===== config.mk =====
export PLATFORM = sky130hd
export DESIGN_NAME = whc_parser
export DESIGN_NICKNAME = d
export VERILOG_FILES = /design/src/rtl/whc_pkg.sv /design/src/rtl/whc_parser.sv
export SDC_FILE = /design/constraint.sdc
export NUM_CORES = 1
export LEC_CHECK = 0
export BUFFER_PORTS_ARGS = -buffer_cell sky130_fd_sc_hd__buf_2
export CAP_MARGIN = 20
export CORE_MARGIN = 2
export CORE_UTILIZATION = 55
export DETAILED_ROUTE_END_ITERATION = 10
export HOLD_SLACK_MARGIN = 0.15
export MAX_ROUTING_LAYER = met4
export PLACE_DENSITY = 0.82
export SLEW_MARGIN = 20
export SYNTH_ARGS = -nofsm -noshare
export SYNTH_HDL_FRONTEND = slang
export SYNTH_SLANG_ARGS = --single-unit
export TNS_END_PERCENT = 10

===== constraint.sdc =====
create_clock -name clk_i -period 4.41 [get_ports clk_i]
set_clock_uncertainty 0.2 [all_clocks]
set_input_delay 0.2205 -clock clk_i [delete_from_list [all_inputs] [get_ports clk_i]]
set_output_delay 0.2205 -clock clk_i [all_outputs]
set_load 0.01 [all_outputs]

===== src/rtl/whc_pkg.sv =====
// whc_pkg: shared types, constants and the CRC-16/MODBUS byte update for the
// wire header checker. Depends on nothing; every rtl file imports it.
package whc_pkg;

  // Header geometry
  localparam int HEADER_BYTES = 24;
  localparam int STORED_BYTES = HEADER_BYTES - 2;
  localparam int IDX_W        = $clog2(HEADER_BYTES);

  // CRC-16/MODBUS: reflected polynomial, all-ones init, no final xor
  localparam logic [15:0] CRC_INIT = 16'hFFFF;
  localparam logic [15:0] CRC_POLY = 16'hA001;

  // APB register map, word index = paddr[4:2]
  localparam int PADDR_W = 5;

  typedef enum logic [2:0] {
    REG_MAGIC_FIRST  = 3'd0,
    REG_MAGIC_SECOND = 3'd1,
    REG_EXP_VERSION  = 3'd2,
    REG_INVALID_TYPE = 3'd3,
    REG_MIN_LENGTH   = 3'd4
  } cfg_reg_e;

  // Result status codes
  typedef enum logic [1:0] {
    ST_OK      = 2'd0,
    ST_INVALID = 2'd1,
    ST_CRC_ERR = 2'd2
  } status_e;

  // Configuration register contents
  typedef struct packed {
    logic [7:0] magic_first;
    logic [7:0] magic_second;
    logic [7:0] expected_version;
    logic [7:0] invalid_type_code;
    logic [7:0] min_header_length;
  } cfg_t;

  // One decoded header
  typedef struct packed {
    status_e     status;
    logic [7:0]  version;
    logic [7:0]  header_length;
    logic [7:0]  packet_kind;
    logic [7:0]  flag_bits;
    logic [7:0]  hop_limit;
    logic [7:0]  service_class;
    logic [15:0] source_node;
    logic [15:0] target_node;
    logic [31:0] connection_number;
    logic [31:0] sequence_number;
    logic [15:0] payload_length;
  } hdr_result_t;

  // Parser status seen by the top level
  typedef struct packed {
    logic s1_valid;
    logic result_fire;
  } parse_status_t;

  // One byte through the reflected CRC, bit at a time
  function automatic logic [15:0] crc16_update(input logic [15:0] crc_in,
                                               input logic [7:0]  data);
    logic [15:0] crc;
    crc = crc_in ^ {8'h00, data};
    for (int k = 0; k < 8; k++) begin
      if (crc[0]) begin
        crc = (crc >> 1) ^ CRC_POLY;
      end else begin
        crc = crc >> 1;
      end
    end
    return crc;
  endfunction

endpackage


===== src/rtl/whc_parser.sv =====
// whc_parser: input word register, byte counter, running CRC, header store
// and the decode/check of a complete header. Depends on whc_pkg.
module whc_parser (
  input  logic                   clk_i,
  input  logic                   rst_ni,
  input  logic                   in_valid_i,
  output logic                   in_ready_o,
  input  logic [7:0]             data_byte_i,
  input  logic                   start_mark_i,
  input  whc_pkg::cfg_t          cfg_i,
  input  logic                   out_free_i,
  output whc_pkg::hdr_result_t   result_o,
  output whc_pkg::parse_status_t status_o
);
  import whc_pkg::*;

  // Input word register
  logic       s1_valid_q, s1_valid_d;
  logic [7:0] s1_byte_q;
  logic       s1_start_q;

  // Parse state
  logic             in_header_q, in_header_d;
  logic [IDX_W-1:0] idx_q, idx_d;
  logic [15:0]      crc_q, crc_d;
  logic [7:0]       store_q [STORED_BYTES];
  logic [7:0]       rx_lo_q;

  logic             accept, advance, active, last, in_body;
  logic [IDX_W-1:0] idx_eff;
  logic [15:0]      crc_base, crc_new, rx_crc;
  logic [7:0]       crc_byte;
  logic             magic_bad, crc_bad, field_bad;
  logic [15:0]      src_node, dst_node;

  // Effective position of the word in the input register
  assign active   = s1_start_q | in_header_q;
  assign idx_eff  = s1_start_q ? '0 : idx_q;
  assign crc_base = s1_start_q ? CRC_INIT : crc_q;
  assign in_body  = idx_eff < IDX_W'(STORED_BYTES);
  assign last     = active && (idx_eff == IDX_W'(HEADER_BYTES - 1));
  assign crc_byte = in_body ? s1_byte_q : 8'h00;
  assign crc_new  = crc16_update(crc_base, crc_byte);

  // Handshake: a word that completes a header needs the output slot
  assign advance    = s1_valid_q && (!last || out_free_i);
  assign in_ready_o = !s1_valid_q || advance;
  assign accept     = in_valid_i && in_ready_o;
  assign s1_valid_d = accept ? 1'b1 : (advance ? 1'b0 : s1_valid_q);

  always_ff @(posedge clk_i or negedge rst_ni) begin
    if (!rst_ni) begin
      s1_valid_q <= 1'b0;
    end else begin
      s1_valid_q <= s1_valid_d;
    end
  end

  always_ff @(posedge clk_i) begin
    if (accept) begin
      s1_byte_q  <= data_byte_i;
      s1_start_q <= start_mark_i;
    end
  end

  // Next parse state
  always_comb begin
    in_header_d = in_header_q;
    idx_d       = idx_q;
    crc_d       = crc_q;
    if (advance && active) begin
      if (last) begin
        in_header_d = 1'b0;
        idx_d       = '0;
        crc_d       = CRC_INIT;
      end else begin
        in_header_d = 1'b1;
        idx_d       = idx_eff + IDX_W'(1);
        crc_d       = crc_new;
      end
    end
  end

  always_ff @(posedge clk_i or negedge rst_ni) begin
    if (!rst_ni) begin
      in_header_q <= 1'b0;
      idx_q       <= '0;
      crc_q       <= CRC_INIT;
    end else begin
      in_header_q <= in_header_d;
      idx_q       <= idx_d;
      crc_q       <= crc_d;
    end
  end

  // Header store and low CRC byte, written at the current position
  always_ff @(posedge clk_i) begin
    if (advance && active) begin
      for (int k = 0; k < STORED_BYTES; k++) begin
        if (idx_eff == IDX_W'(k)) begin
          store_q[k] <= s1_byte_q;
        end
      end
      if (idx_eff == IDX_W'(STORED_BYTES)) begin
        rx_lo_q <= s1_byte_q;
      end
    end
  end

  // Checks on a complete header
  assign rx_crc    = {s1_byte_q, rx_lo_q};
  assign src_node  = {store_q[9], store_q[8]};
  assign dst_node  = {store_q[11], store_q[10]};
  assign magic_bad = (store_q[0] != cfg_i.magic_first) ||
                     (store_q[1] != cfg_i.magic_second);
  assign crc_bad   = rx_crc != crc_new;
  assign field_bad = (store_q[2] != cfg_i.expected_version) ||
                     (store_q[3] < cfg_i.min_header_length) ||
                     (store_q[4] == cfg_i.invalid_type_code) ||
                     (src_node == 16'd0) || (dst_node == 16'd0);

  // Result: fields zero on magic or CRC failure
  always_comb begin
    result_o = '0;
    if (magic_bad) begin
      result_o.status = ST_INVALID;
    end else if (crc_bad) begin
      result_o.status = ST_CRC_ERR;
    end else begin
      result_o.status            = field_bad ? ST_INVALID : ST_OK;
      result_o.version           = store_q[2];
      result_o.header_length     = store_q[3];
      result_o.packet_kind       = store_q[4];
      result_o.flag_bits         = store_q[5];
      result_o.hop_limit         = store_q[6];
      result_o.service_class     = store_q[7];
      result_o.source_node       = src_node;
      result_o.target_node       = dst_node;
      result_o.connection_number = {store_q[15], store_q[14], store_q[13], store_q[12]};
      result_o.sequence_number   = {store_q[19], store_q[18], store_q[17], store_q[16]};
      result_o.payload_length    = {store_q[21], store_q[20]};
    end
  end

  assign status_o.s1_valid    = s1_valid_q;
  assign status_o.result_fire = advance && last;

endmodule


==> results.md, run 1 <==
* Final wirelength at 26.59 mm
* Avg Cell Area, Syn at 11.68 um2
* Fin. Hold Viols at 0
* Ys async rst share at 10.65%
* Via-to-Cell Ratio at 5.418
* Worst Path Arrival at 3.87 ns
* Met1 WL at 10.86 mm
* Core box area at 19460 um2
* Fin nets at 1217
* Setup TNS at 0 ns
* Met3 Wirelength at 2.027 mm
* Register share of total power at 49.5%
* Top delay family on crit path: buffers and inverters
* Synth warnings at 0
* IO Port Bufs at 217
* Worst path max stage delay at 0.51 ns
* Relative slew slack at 37.49%
* Rows at 51
* Tmin final at 4.286 ns
* Sink Count at 216
* Psw at 1.217 mW
* Die Y-Extent at 144.6 um
* Crit-path cells: buf_4, buf_4, nor2_1, or4_1, nor3_1, nor4b_1, o21ai_1, nand4b_1, buf_12, buf_12, nor3_2, buf_2
* DP Worst Slack at 0.7699 ns
* Initial antenna violation count at 0
* Top cells by count, synth: edfxtp_1 (193), inv_1 (174), nor3_1 (94)
* Area grow syn2layout at 19.63%
* Outcome: complete, no violations
* Starting Density at 55.88%
* Final Non-Filler Cells at 1432
* Fraction of layout cells with a size suffix above 1 at 31.79%
* Logic gate share of total power at 15.0%
* Synthesized cell area at 10880 um2
* Wirelength per Cell at 18.57 um
* Placed Cells at 1379
* Antenna Violating Nets Remaining at 0
* DRC at 0
* Total power at 4.965 mW
* Largest area contributor in the netlist: edfxtp_1
* Post-CTS setup buffer count at 0
* Syn Inst Count at 931
* Worst-margin pin slew at 0.9377 ns
* Largest net degree at the start of global routing at 163
* Maximum VDD drop at 296.0 uV
* Detailed-route via count at 7759
* Post-synth EDFFs at 193
* Final setup viols at 0
* Vias in the first global route at 7232
* GR Overflow Total at 0
* Iteration-0 DRC Markers at 545
* Placed Area at 12190 um2
* Yosys cell types at 64
* RSZ-0062 raised after global routing: no
* Die ar. at 20910 um2
* Synth Register Bits at 216
* Clk Tree Root Cell: clkbuf_16
* Static leakage at 5.507 nW
* GPL Wtd Cong at 0.9129
* Ranking of synthesized cells by area: edfxtp_1 (53%), nor3_2 (7.3%), inv_1 (6.0%), nor3_1 (4.3%), dfstp_2 (3.9%)
* Final Worst Setup Slack at 0.1241 ns
* Antenna diodes at 0
* Clk buf depth at 3
* Switching Share at 24.51%
* Max FO, Critical Path at 64
* Tcrit/Tclk final at 97.19%
* Reg clk slew, reported paths at 0.06 ns
* CP max-delay cell: edfxtp_1
* Critical path capture point type: output pin
* Fmax at 0.2333 GHz
* Clk pwr share at 35.5%
* Max Used Layer: met4
* First-pass GRT wire length at 39.36 mm
* TritonRoute pass-1 iters at 5
* Min-Delay Path Class: primary input to flop
* Max cap viols at 0
* Startpoint types: flop
* Syn Nets at 996
* Htree depth at 1
* Post-DP HPWL at 17.68 mm
* Wire length on met2 at 13.08 mm
* Internal power at 3.748 mW
* Skew-Pair Late Insertion Delay at 0.50 ns
* Final Cell Area at 13010 um2
* CTS Buf Count at 22
* Die Wd at 144.6 um
* Bufs and invs on worst path at 5
* Most instantiated library cell after synthesis: edfxtp_1
* Critical path class: flop to output pin
* Dominant synthesized flop cell: edfxtp_1
* GR Util All Layers at 25.52%
* IO Count at 218
* Sequential share of the synthesized area at 58.77%
* P per Cell Area at 381.6 nW/um2
* Req. time, crit path at 3.99 ns
* Max Slew Vio Count at 0
* TritonCTS clock tree: built
* Yosys top cell area share at 53.29%
==> sequential cells by signal, summed over array words and instances (netlist names) <==
register     count
idx_q            5
rx_lo_q          8
store_q        176
crc_q           16
s1_byte_q        8
s1_valid_q       1
s1_start_q       1
in_header_q      1
==> repair_timing <==
item	CTS	global route
hold buffers	14	0
endpoints found under the hold margin	46	0
endpoints found under the setup margin	0	1
gates resized for setup	0	1
==> worst reg2reg max path: stages, from the launching register on <==
cell and delay, ns:
edfxtp_1 0.51, buf_4 0.43, nor2b_1 0.16, ha_1 0.32, and4_1 0.24, a21oi_1 0.44
nand2_1 0.13, nor4_1 0.43, and2_1 0.50
==> power groups by stage <==
stage	clock [mW]	sequential [mW]	combinational, mW
CTS	1.78	2.46	0.744
global route	1.86	2.47	0.819
global placement	0	2.49	0.713
finish	1.76	2.46	0.746
floorplan	0	2.47	0.548
detailed placement	0	2.50	0.726
==> cells in the final DEF, fill, tap and decap left out, types with 3 or more instances in the layout <==
cell type and n:
dfrtp_1 7, nand3_1 4, a21oi_1 12, xnor2_1 22
buf_4 17, dlygate4sd3_1 14, xor2_1 40, clkinv_1 3
ha_1 12, inv_1 174, xnor3_1 7, nor2_1 28
nor2b_1 4, a21o_1 4, buf_12 3, xor3_1 4
and2_1 20, and3_1 3, nand4_1 5, o21a_1 4
nand2_1 37, clkbuf_1 7, edfxtp_1 193, o21ai_0 27
a21boi_0 4, nor3_2 79, or3_1 6, buf_2 217
clkinv_2 3, nor3_1 94, clkbuf_16 23, or4_1 3
nor4_1 25, dfstp_2 16, o31ai_1 6
==> worst paths after layout <==
kind / startpoint / endpoint / slack [ns] / cells past startpoint
max: s1_start_q / result_o[28] / 0.12 / 12
min: data_byte_i[5] / s1_byte_q[5] / 0.23 / 2
max reg2reg: s1_start_q / store_q[0][45] / 0.70 / 8
min reg2reg: crc_q[14] / crc_q[14] / 0.27 / 2
max in group asynchronous: rst_ni / idx_q[2] / 2.83 / 3
min in group asynchronous: rst_ni / crc_q[8] / 0.31 / 2
==> final cells by class <==
type                       instances  area, um2
fill                            1420       6452
sequential                       216       6391
multi-input combinational        486       3536
timing repair buffer             251       1414
inverter                         175      656.9
clock buffer                      31      615.6
tap                              265      331.6
clock inverter                     8      65.06
==> through the flow <==
stage | utilization (%) | hold slack [ns]
floorplan | - | -0.2751
global placement | 62.62 | 0.03786
detailed placement | 62.62 | 0.04214
CTS | 66.83 | 0.2166
global route | 66.85 | 0.2251
finish | 66.85 | 0.2261
==> layer usage <==
| layer | vias to the layer above | GRT usage (%) |
|---|---|---|
| met5 | - | - |
| met4 | 0 | 7.154 |
| met1 | 3693 | 33.18 |
| met2 | 373 | 42.95 |
| met3 | 44 | 2.947 |
| li1 | 3649 | - |
==> kinds of logic after synthesis <==
logic type,after synthesis,share of synthesized area (%)
xor gates and xnor gates,74,7.467
muxes,1,0.09204
buffers and inverters,229,8.744
AOI/OAI and AO/OA,79,4.786
and+or+nand+nor,320,18.76
DFF,216,58.77
adders and majority gates,12,1.381
No activity file was read; power rests on OpenSTA's default activity.
==> inputs of run 2 (changes only) <==
Settings changed: CORE_UTILIZATION 55 to 56, PLACE_DENSITY 0.82 to 0.83.
==> run 2 against run 1 <==
Hold slack better by 0.0032 ns. Die area fell by 1.7%. Register-to-register slack gained 0.08 ns. Critical path type unchanged. Via count up 0.15%. Fmax rose by 1.2%. Combinational power is 0.8% lower. First-iteration DRC count increased by 17%. Non-clock buffer count rose by 6. Clock power about the same. Count of clock-buffer cells in the layout shrank 1. Critical endpoint is now result_o[65]. Cell count rose by 0.14%. Final area is 0.45% higher.
==> results.md, run 2 (synthesized netlist as in run 1, its figures left out) <==
* CP max-delay cell: edfxtp_1
* Clk buf depth at 3 (unchanged)
* Worst-margin pin slew at 0.9062 ns (-0.03153 ns)
* CP most frequent cell: buf_4
* Fin. Hold Viols at 0 (unchanged)
* Min-Delay Path Class: primary input to flop
* Vias in the first global route at 7306 (+1.0%)
* Fmax at 0.2361 GHz (+1.2%)
* Startpoint types: flop
* Fillers at 1320 (-7.0%)
* Worst Path Arrival at 3.82 ns (-0.05 ns)
* Final Worst Setup Slack at 0.1738 ns (+0.04966 ns)
* Met3 Wirelength at 2.412 mm (+19%)
* Detailed-route via count at 7771 (+0.15%)
* Req. time, crit path at 3.99 ns (about the same)
* Via-to-Cell Ratio at 5.419 (about the same)
* Clk Tree Root Cell: clkbuf_16
* GPL Wtd Cong at 0.9597 (+5.1%)
* Htree depth at 1 (unchanged)
* Setup TNS at 0 ns (unchanged)
* Crit-path cells: nor2b_4, inv_2, nor2_1, nor4_1, a2111oi_0, o21ai_1, nand4b_1, buf_4, buf_4, nor3_2, buf_2
* Switching Share at 24.79% (+0.28 points)
* Max reg flops at 176 (unchanged)
* Die Y-Extent at 143.4 um (-0.87%)
* Core box area at 18890 um2 (-2.9%)
* Commonest non-fill, non-tap cell in the layout: buf_2
* GR Overflow Total at 0 (unchanged)
* Area grow syn2layout at 20.17%
* TritonCTS clock tree: built
* Top delay family on crit path: buffers and inverters
* Top reg by flops: store_q
* First-pass GRT wire length at 39.45 mm (+0.23%)
* Post-DP HPWL at 17.91 mm (+1.3%)
* Internal power at 3.741 mW (-0.18%)
* Max Slew Vio Count at 0 (unchanged)
* Starting Density at 57.56% (+1.7 points)
* Final setup viols at 0 (unchanged)
* Maximum VDD drop at 279.7 uV (-5.5%)
* Wire length on met2 at 13.35 mm (+2.1%)
* Max Used Layer: met4
* Relative slew slack at 39.59% (+2.1 points)
* Register share of total power at 49.5% (about the same)
* Die Wd at 143.4 um (-0.87%)
* Tcrit/Tclk final at 96.06% (-1.1 points)
* DRC at 0 (unchanged)
* IO Port Bufs at 217 (unchanged)
* DP Worst Slack at 0.7225 ns (-0.04744 ns)
* Die ar. at 20550 um2 (-1.7%)
* Wirelength per Cell at 18.39 um (-0.93%)
* Fin nets at 1223 (+0.49%)
* GR Util All Layers at 25.72% (+0.19 points)
* Antenna diodes at 0 (unchanged)
* Antenna Violating Nets Remaining at 0 (unchanged)
* Top flop regs: store_q x176, crc_q x16
* P per Cell Area at 380.6 nW/um2 (-0.27%)
* Met1 WL at 9.945 mm (-8.4%)
* Bufs and invs on worst path at 4 (-1)
* Sink Count at 216 (unchanged)
* Fraction of layout cells with a size suffix above 1 at 32.28% (+0.49 points)
* Static leakage at 5.531 nW (+0.45%)
* RSZ-0062 raised after global routing: no
* Clk pwr share at 35.6% (about the same)
* Skew-Pair Late Insertion Delay at 0.50 ns (about the same)
* Critical path class: flop to output pin
* Max FO, Critical Path at 37 (-42%)
* Psw at 1.233 mW (+1.3%)
* Initial antenna violation count at 0 (unchanged)
* Outcome: complete, no violations
* Final wirelength at 26.38 mm (-0.79%)
* Worst path max stage delay at 0.56 ns (+0.05 ns)
* Total power at 4.974 mW (+0.18%)
* TritonRoute pass-1 iters at 5 (unchanged)
* Iteration-0 DRC Markers at 636 (+17%)
* Critical path capture point type: output pin
* Logic gate share of total power at 14.9% (about the same)
* Largest net degree at the start of global routing at 163 (unchanged)
* Reg clk slew, reported paths at 0.06 ns (about the same)
* IO Count at 218 (unchanged)
* Rows at 50 (-2.0%)
* CTS Buf Count at 22 (unchanged)
* Commonest cells after routing, fill and taps aside: buf_2 (217), edfxtp_1 (193), inv_1 (174), nor3_1 (94), nor3_2 (79)
* Tmin final at 4.236 ns (-0.04966 ns)
* Max cap viols at 0 (unchanged)
-- run 2: cell count changes in the layout (fill, tap and decap cells not counted) --
cell        change
nor2_1          +1
buf_12          +1
nor2_2          -1
clkbuf_8        -1
clkinv_4        +1
buf_4           +5
clkinv_1        -2
clkinvlp_4      +3
-- run 2: cell type report --
type	count	area (um2)	area share [%]
repair buffers	257	1471	11.26
clock inverters	10	88.84	0.6798
multi-input cells	486	3533	27.04
well taps	260	325.3	2.489
clock buffers	30	601.8	4.605
inverters	175	656.9	5.026
flip-flops and latches	216	6391	48.90
-- run 2: worst paths after layout --
check | start | to | slack (ns) | cells past startpoint
max reg2reg | s1_start_q | store_q[0][17] | 0.78 | 9
min reg2reg | crc_q[15] | crc_q[15] | 0.26 | 2
min in group asynchronous | rst_ni | crc_q[14] | 0.27 | 2
max in group asynchronous | rst_ni | idx_q[0] | 2.79 | 3
min | data_byte_i[1] | s1_byte_q[1] | 0.23 | 2
max | s1_start_q | result_o[65] | 0.17 | 11
-- run 2: worst register-to-register path: stages (launching register included) --
cell and delay, ns:
edfxtp_1 0.59, inv_1 0.14, nand2_1 0.13, inv_1 0.09
ha_1 0.31, and4_1 0.23, a21oi_1 0.49, o21ai_0 0.24
nor2_1 0.38, and2_1 0.47
-- run 2: repair_timing --
item,4_1_cts,5_1_grt
hold buffers,14,0
endpoints found under the setup margin,0,1
buffers inserted,0,2
resized for setup,0,0
hold endpoints to repair,46,0
-- run 2: per-stage QoR --
step	cells	cell area, um2	utilization [%]	hold WS, ns
after floorplan	931	10880	-	-0.2751
after global placement	1378	12220	64.70	0.02447
final	1434	13070	69.17	0.2293
after global routing	1434	13070	69.17	0.2433
after detailed placement	1378	12220	64.70	0.02457
after CTS	1432	13050	69.09	0.2199
-- run 2: layer usage --
layer / up-vias / GRT usage (%)
li1: 3659 / -
met1: 3665 / 31.04
met2: 391 / 44.30
met3: 56 / 5.065
met4: 0 / 7.534
met5: - / -
-- run 2: power by group through the flow --
stage          sequential [mW]  clock, mW  combinational, mW
2_1_floorplan             2.47          0              0.548
3_3_place_gp              2.50          0              0.700
3_5_place_dp              2.50          0              0.715
4_1_cts                   2.46       1.79              0.730
5_1_grt                   2.47       1.87              0.800
6_report                  2.46       1.77              0.740
==> inputs of run 3 (changes only) <==
Settings changed: CORE_UTILIZATION 56 to 50, PLACE_DENSITY 0.83 to 0.78.
Clock period 4.41 ns to 3.8 ns, I/O delays scaled along.
==> run 3 against run 2 <==
The run now ends with negative setup slack left. Sequential power is 16% higher. Power is 21% higher. Sequential cell count unchanged. Core utilization down 5.2 points. Register-to-register slack got worse by 0.43 ns. Setup slack got worse by 0.18 ns. Final area up 3.5%.
==> results.md, run 3 (synthesized netlist as in run 1, its figures left out) <==
* P per Cell Area at 443.9 nW/um2 (+17%)
* Commonest cells after routing, fill and taps aside: buf_2 (215), edfxtp_1 (193), inv_1 (174), nor3_2 (99), nor3_1 (71)
* CTS Buf Count at 22 (unchanged)
* Top reg by flops: store_q
* Starting Density at 51.41% (-6.2 points)
* TritonCTS clock tree: built
* GR Util All Layers at 22.86% (-2.9 points)
* Startpoint types: flop
* Final setup viols at 3 (+3)
* Core box area at 21150 um2 (+12%)
* Fin Hold WS at 0.2017 ns (-0.02760 ns)
* Outcome: finished, violations left
* Wirelength per Cell at 18.82 um (+2.3%)
* CP max-delay cell: edfxtp_1
* Fmax at 0.2629 GHz
* Worst path max stage delay at 0.52 ns (-0.04 ns)
* Max Slew Vio Count at 0 (unchanged)
* Die Y-Extent at 151.5 um (+5.7%)
* Vias in the first global route at 7108 (-2.7%)
* Skew-Pair Late Insertion Delay at 0.50 ns (about the same)
* Iteration-0 DRC Markers at 574 (-9.7%)
* Htree depth at 1 (unchanged)
* DRC at 0 (unchanged)
* Worst-margin pin slew at 1.048 ns (+0.1418 ns)
* Fin nets at 1233 (+0.82%)
* Fillers at 1574 (+19%)
* TritonRoute pass-1 iters at 5 (unchanged)
* Bufs and invs on worst path at 4 (unchanged)
* Total power at 6.006 mW (+21%)
* Final Worst Setup Slack at -0.003803 ns (-0.1776 ns)
* Critical path class: flop to output pin
* Initial antenna violation count at 0 (unchanged)
* Maximum VDD drop at 293.9 uV (+5.1%)
* Setup TNS at -0.007059 ns (-0.007059 ns)
* Via-to-Cell Ratio at 5.320 (-1.8%)
* Area grow syn2layout at 24.42%
* Critical path capture point type: output pin
* Crit path from: s1_start_q
* Crit-path cells: buf_12, or3_1, and4_4, o41ai_4, o31a_1, nand4b_1, buf_6, buf_16, nor3_1, buf_2
* Antenna diodes at 0 (unchanged)
* Worst reg-to-reg path cell count at 10 (+1)
* Largest net degree at the start of global routing at 163 (unchanged)
* Multi-input combinational cell area at 3716 um2 (+5.2%)
* Relative slew slack at 30.14% (-9.5 points)
* Met2 GRT Util at 38.69% (-5.6 points)
* Detailed-route via count at 7762 (-0.12%)
* RSZ-0062 raised after global routing: yes
* IO Count at 218 (unchanged)
* Violated checks: negative setup slack
* Storage cell area at 6391 um2 (unchanged)
* Reg clk slew, reported paths at 0.06 ns (about the same)
* Final Cell Area at 13530 um2 (+3.5%)
* Met3 usage at 3.234% (-1.8 points)
* Worst Path Arrival at 3.41 ns (-0.41 ns)
* Fraction of layout cells with a size suffix above 1 at 35.39% (+3.1 points)
* Post-DP HPWL at 17.20 mm (-3.9%)
* CP Depth at 10 (-1)
* Static leakage at 5.728 nW (+3.6%)
* Max cap viols at 0 (unchanged)
* GPL Wtd Cong at 0.9100 (-5.2%)
* Top delay family on crit path: simple AND/OR/NAND/NOR gates
* Rows at 53 (+6.0%)
* Clk Tree Root Cell: clkbuf_16
* Commonest non-fill, non-tap cell in the layout: buf_2
* Tmin final at 3.804 ns
* First-pass GRT wire length at 38.76 mm (-1.8%)
* Min-Delay Path Class: primary input to flop
* Clk buf depth at 3 (unchanged)
* Tcrit/Tclk final at 100.1%
* Placed Area at 12230 um2 (about the same)
* Hold_sp: data_byte_i[0]
* Worst hold stages at 2 (unchanged)
* Fin. Hold Viols at 0 (unchanged)
* Met1 Resource Use GR at 28.57% (-2.5 points)
* Antenna Violating Nets Remaining at 0 (unchanged)
* Top flop regs: store_q x176, crc_q x16
* Req. time, crit path at 3.41 ns (-0.58 ns)
* Final wirelength at 27.46 mm (+4.1%)
* Max FO, Critical Path at 37 (unchanged)
* Max reg flops at 176 (unchanged)
* GRT Max-Usage Layer: met2
* Reg2reg start: s1_start_q
* GR Overflow Total at 0 (unchanged)
* IO Port Bufs at 217 (unchanged)
* Die Wd at 151.5 um (+5.7%)
* Die ar. at 22950 um2 (+12%)
* Sink Count at 216 (unchanged)
[run 3: per-stage QoR]
step	cells	utilization (%)	worst slack [ns]
floorplan	931	-	0.1353
global placement	1393	57.81	0.3675
detailed placement	1393	57.81	0.3607
CTS	1452	62.53	0.007027
global route	1459	63.97	-0.1151
finish	1459	63.97	-0.003803
[run 3: area by class of cell]
class,instances,share of cell area [%]
Inverter,175,4.854
Tap cell,275,2.543
Timing Repair Buffer,267,12.39
Sequential cell,216,47.23
Multi-Input combinational cell,486,27.46
Clock buffer,30,4.595
Clock inverter,10,0.9246
[run 3: report_power, final]
part | switching, mW | internal [mW] | total, mW
clock network | 0.873 | 1.35 | 2.22
registers | 0.108 | 2.74 | 2.85
logic | 0.496 | 0.443 | 0.939
[run 3: layer usage]
layer / share of wire (%) / wire length (um) / vias to the layer above
met1: 41 / 11120 / 3680
met4: 2.9 / 792 / 0
met5: 0 / 0 / -
met3: 7.5 / 2056 / 73
li1: - / - / 3671
met2: 49 / 13490 / 338
[run 3: worst paths after layout]
| check | end | slack [ns] |
|---|---|---|
| min in group asynchronous | crc_q[13] | 0.24 |
| max reg2reg | rx_lo_q[2] | 0.35 |
| max in group asynchronous | in_header_q | 2.21 |
| min reg2reg | crc_q[14] | 0.27 |
| max | result_o[93] | -0.004 |
| min | s1_byte_q[0] | 0.20 |
[run 3: timing repair]
item	4_1_cts	5_1_grt
pin swaps	1	0
buffers inserted	4	2
gates cloned	1	5
gates resized for setup	11	35
setup endpoints to repair	162	170
hold buffers	14	0
hold endpoints to repair	49	0
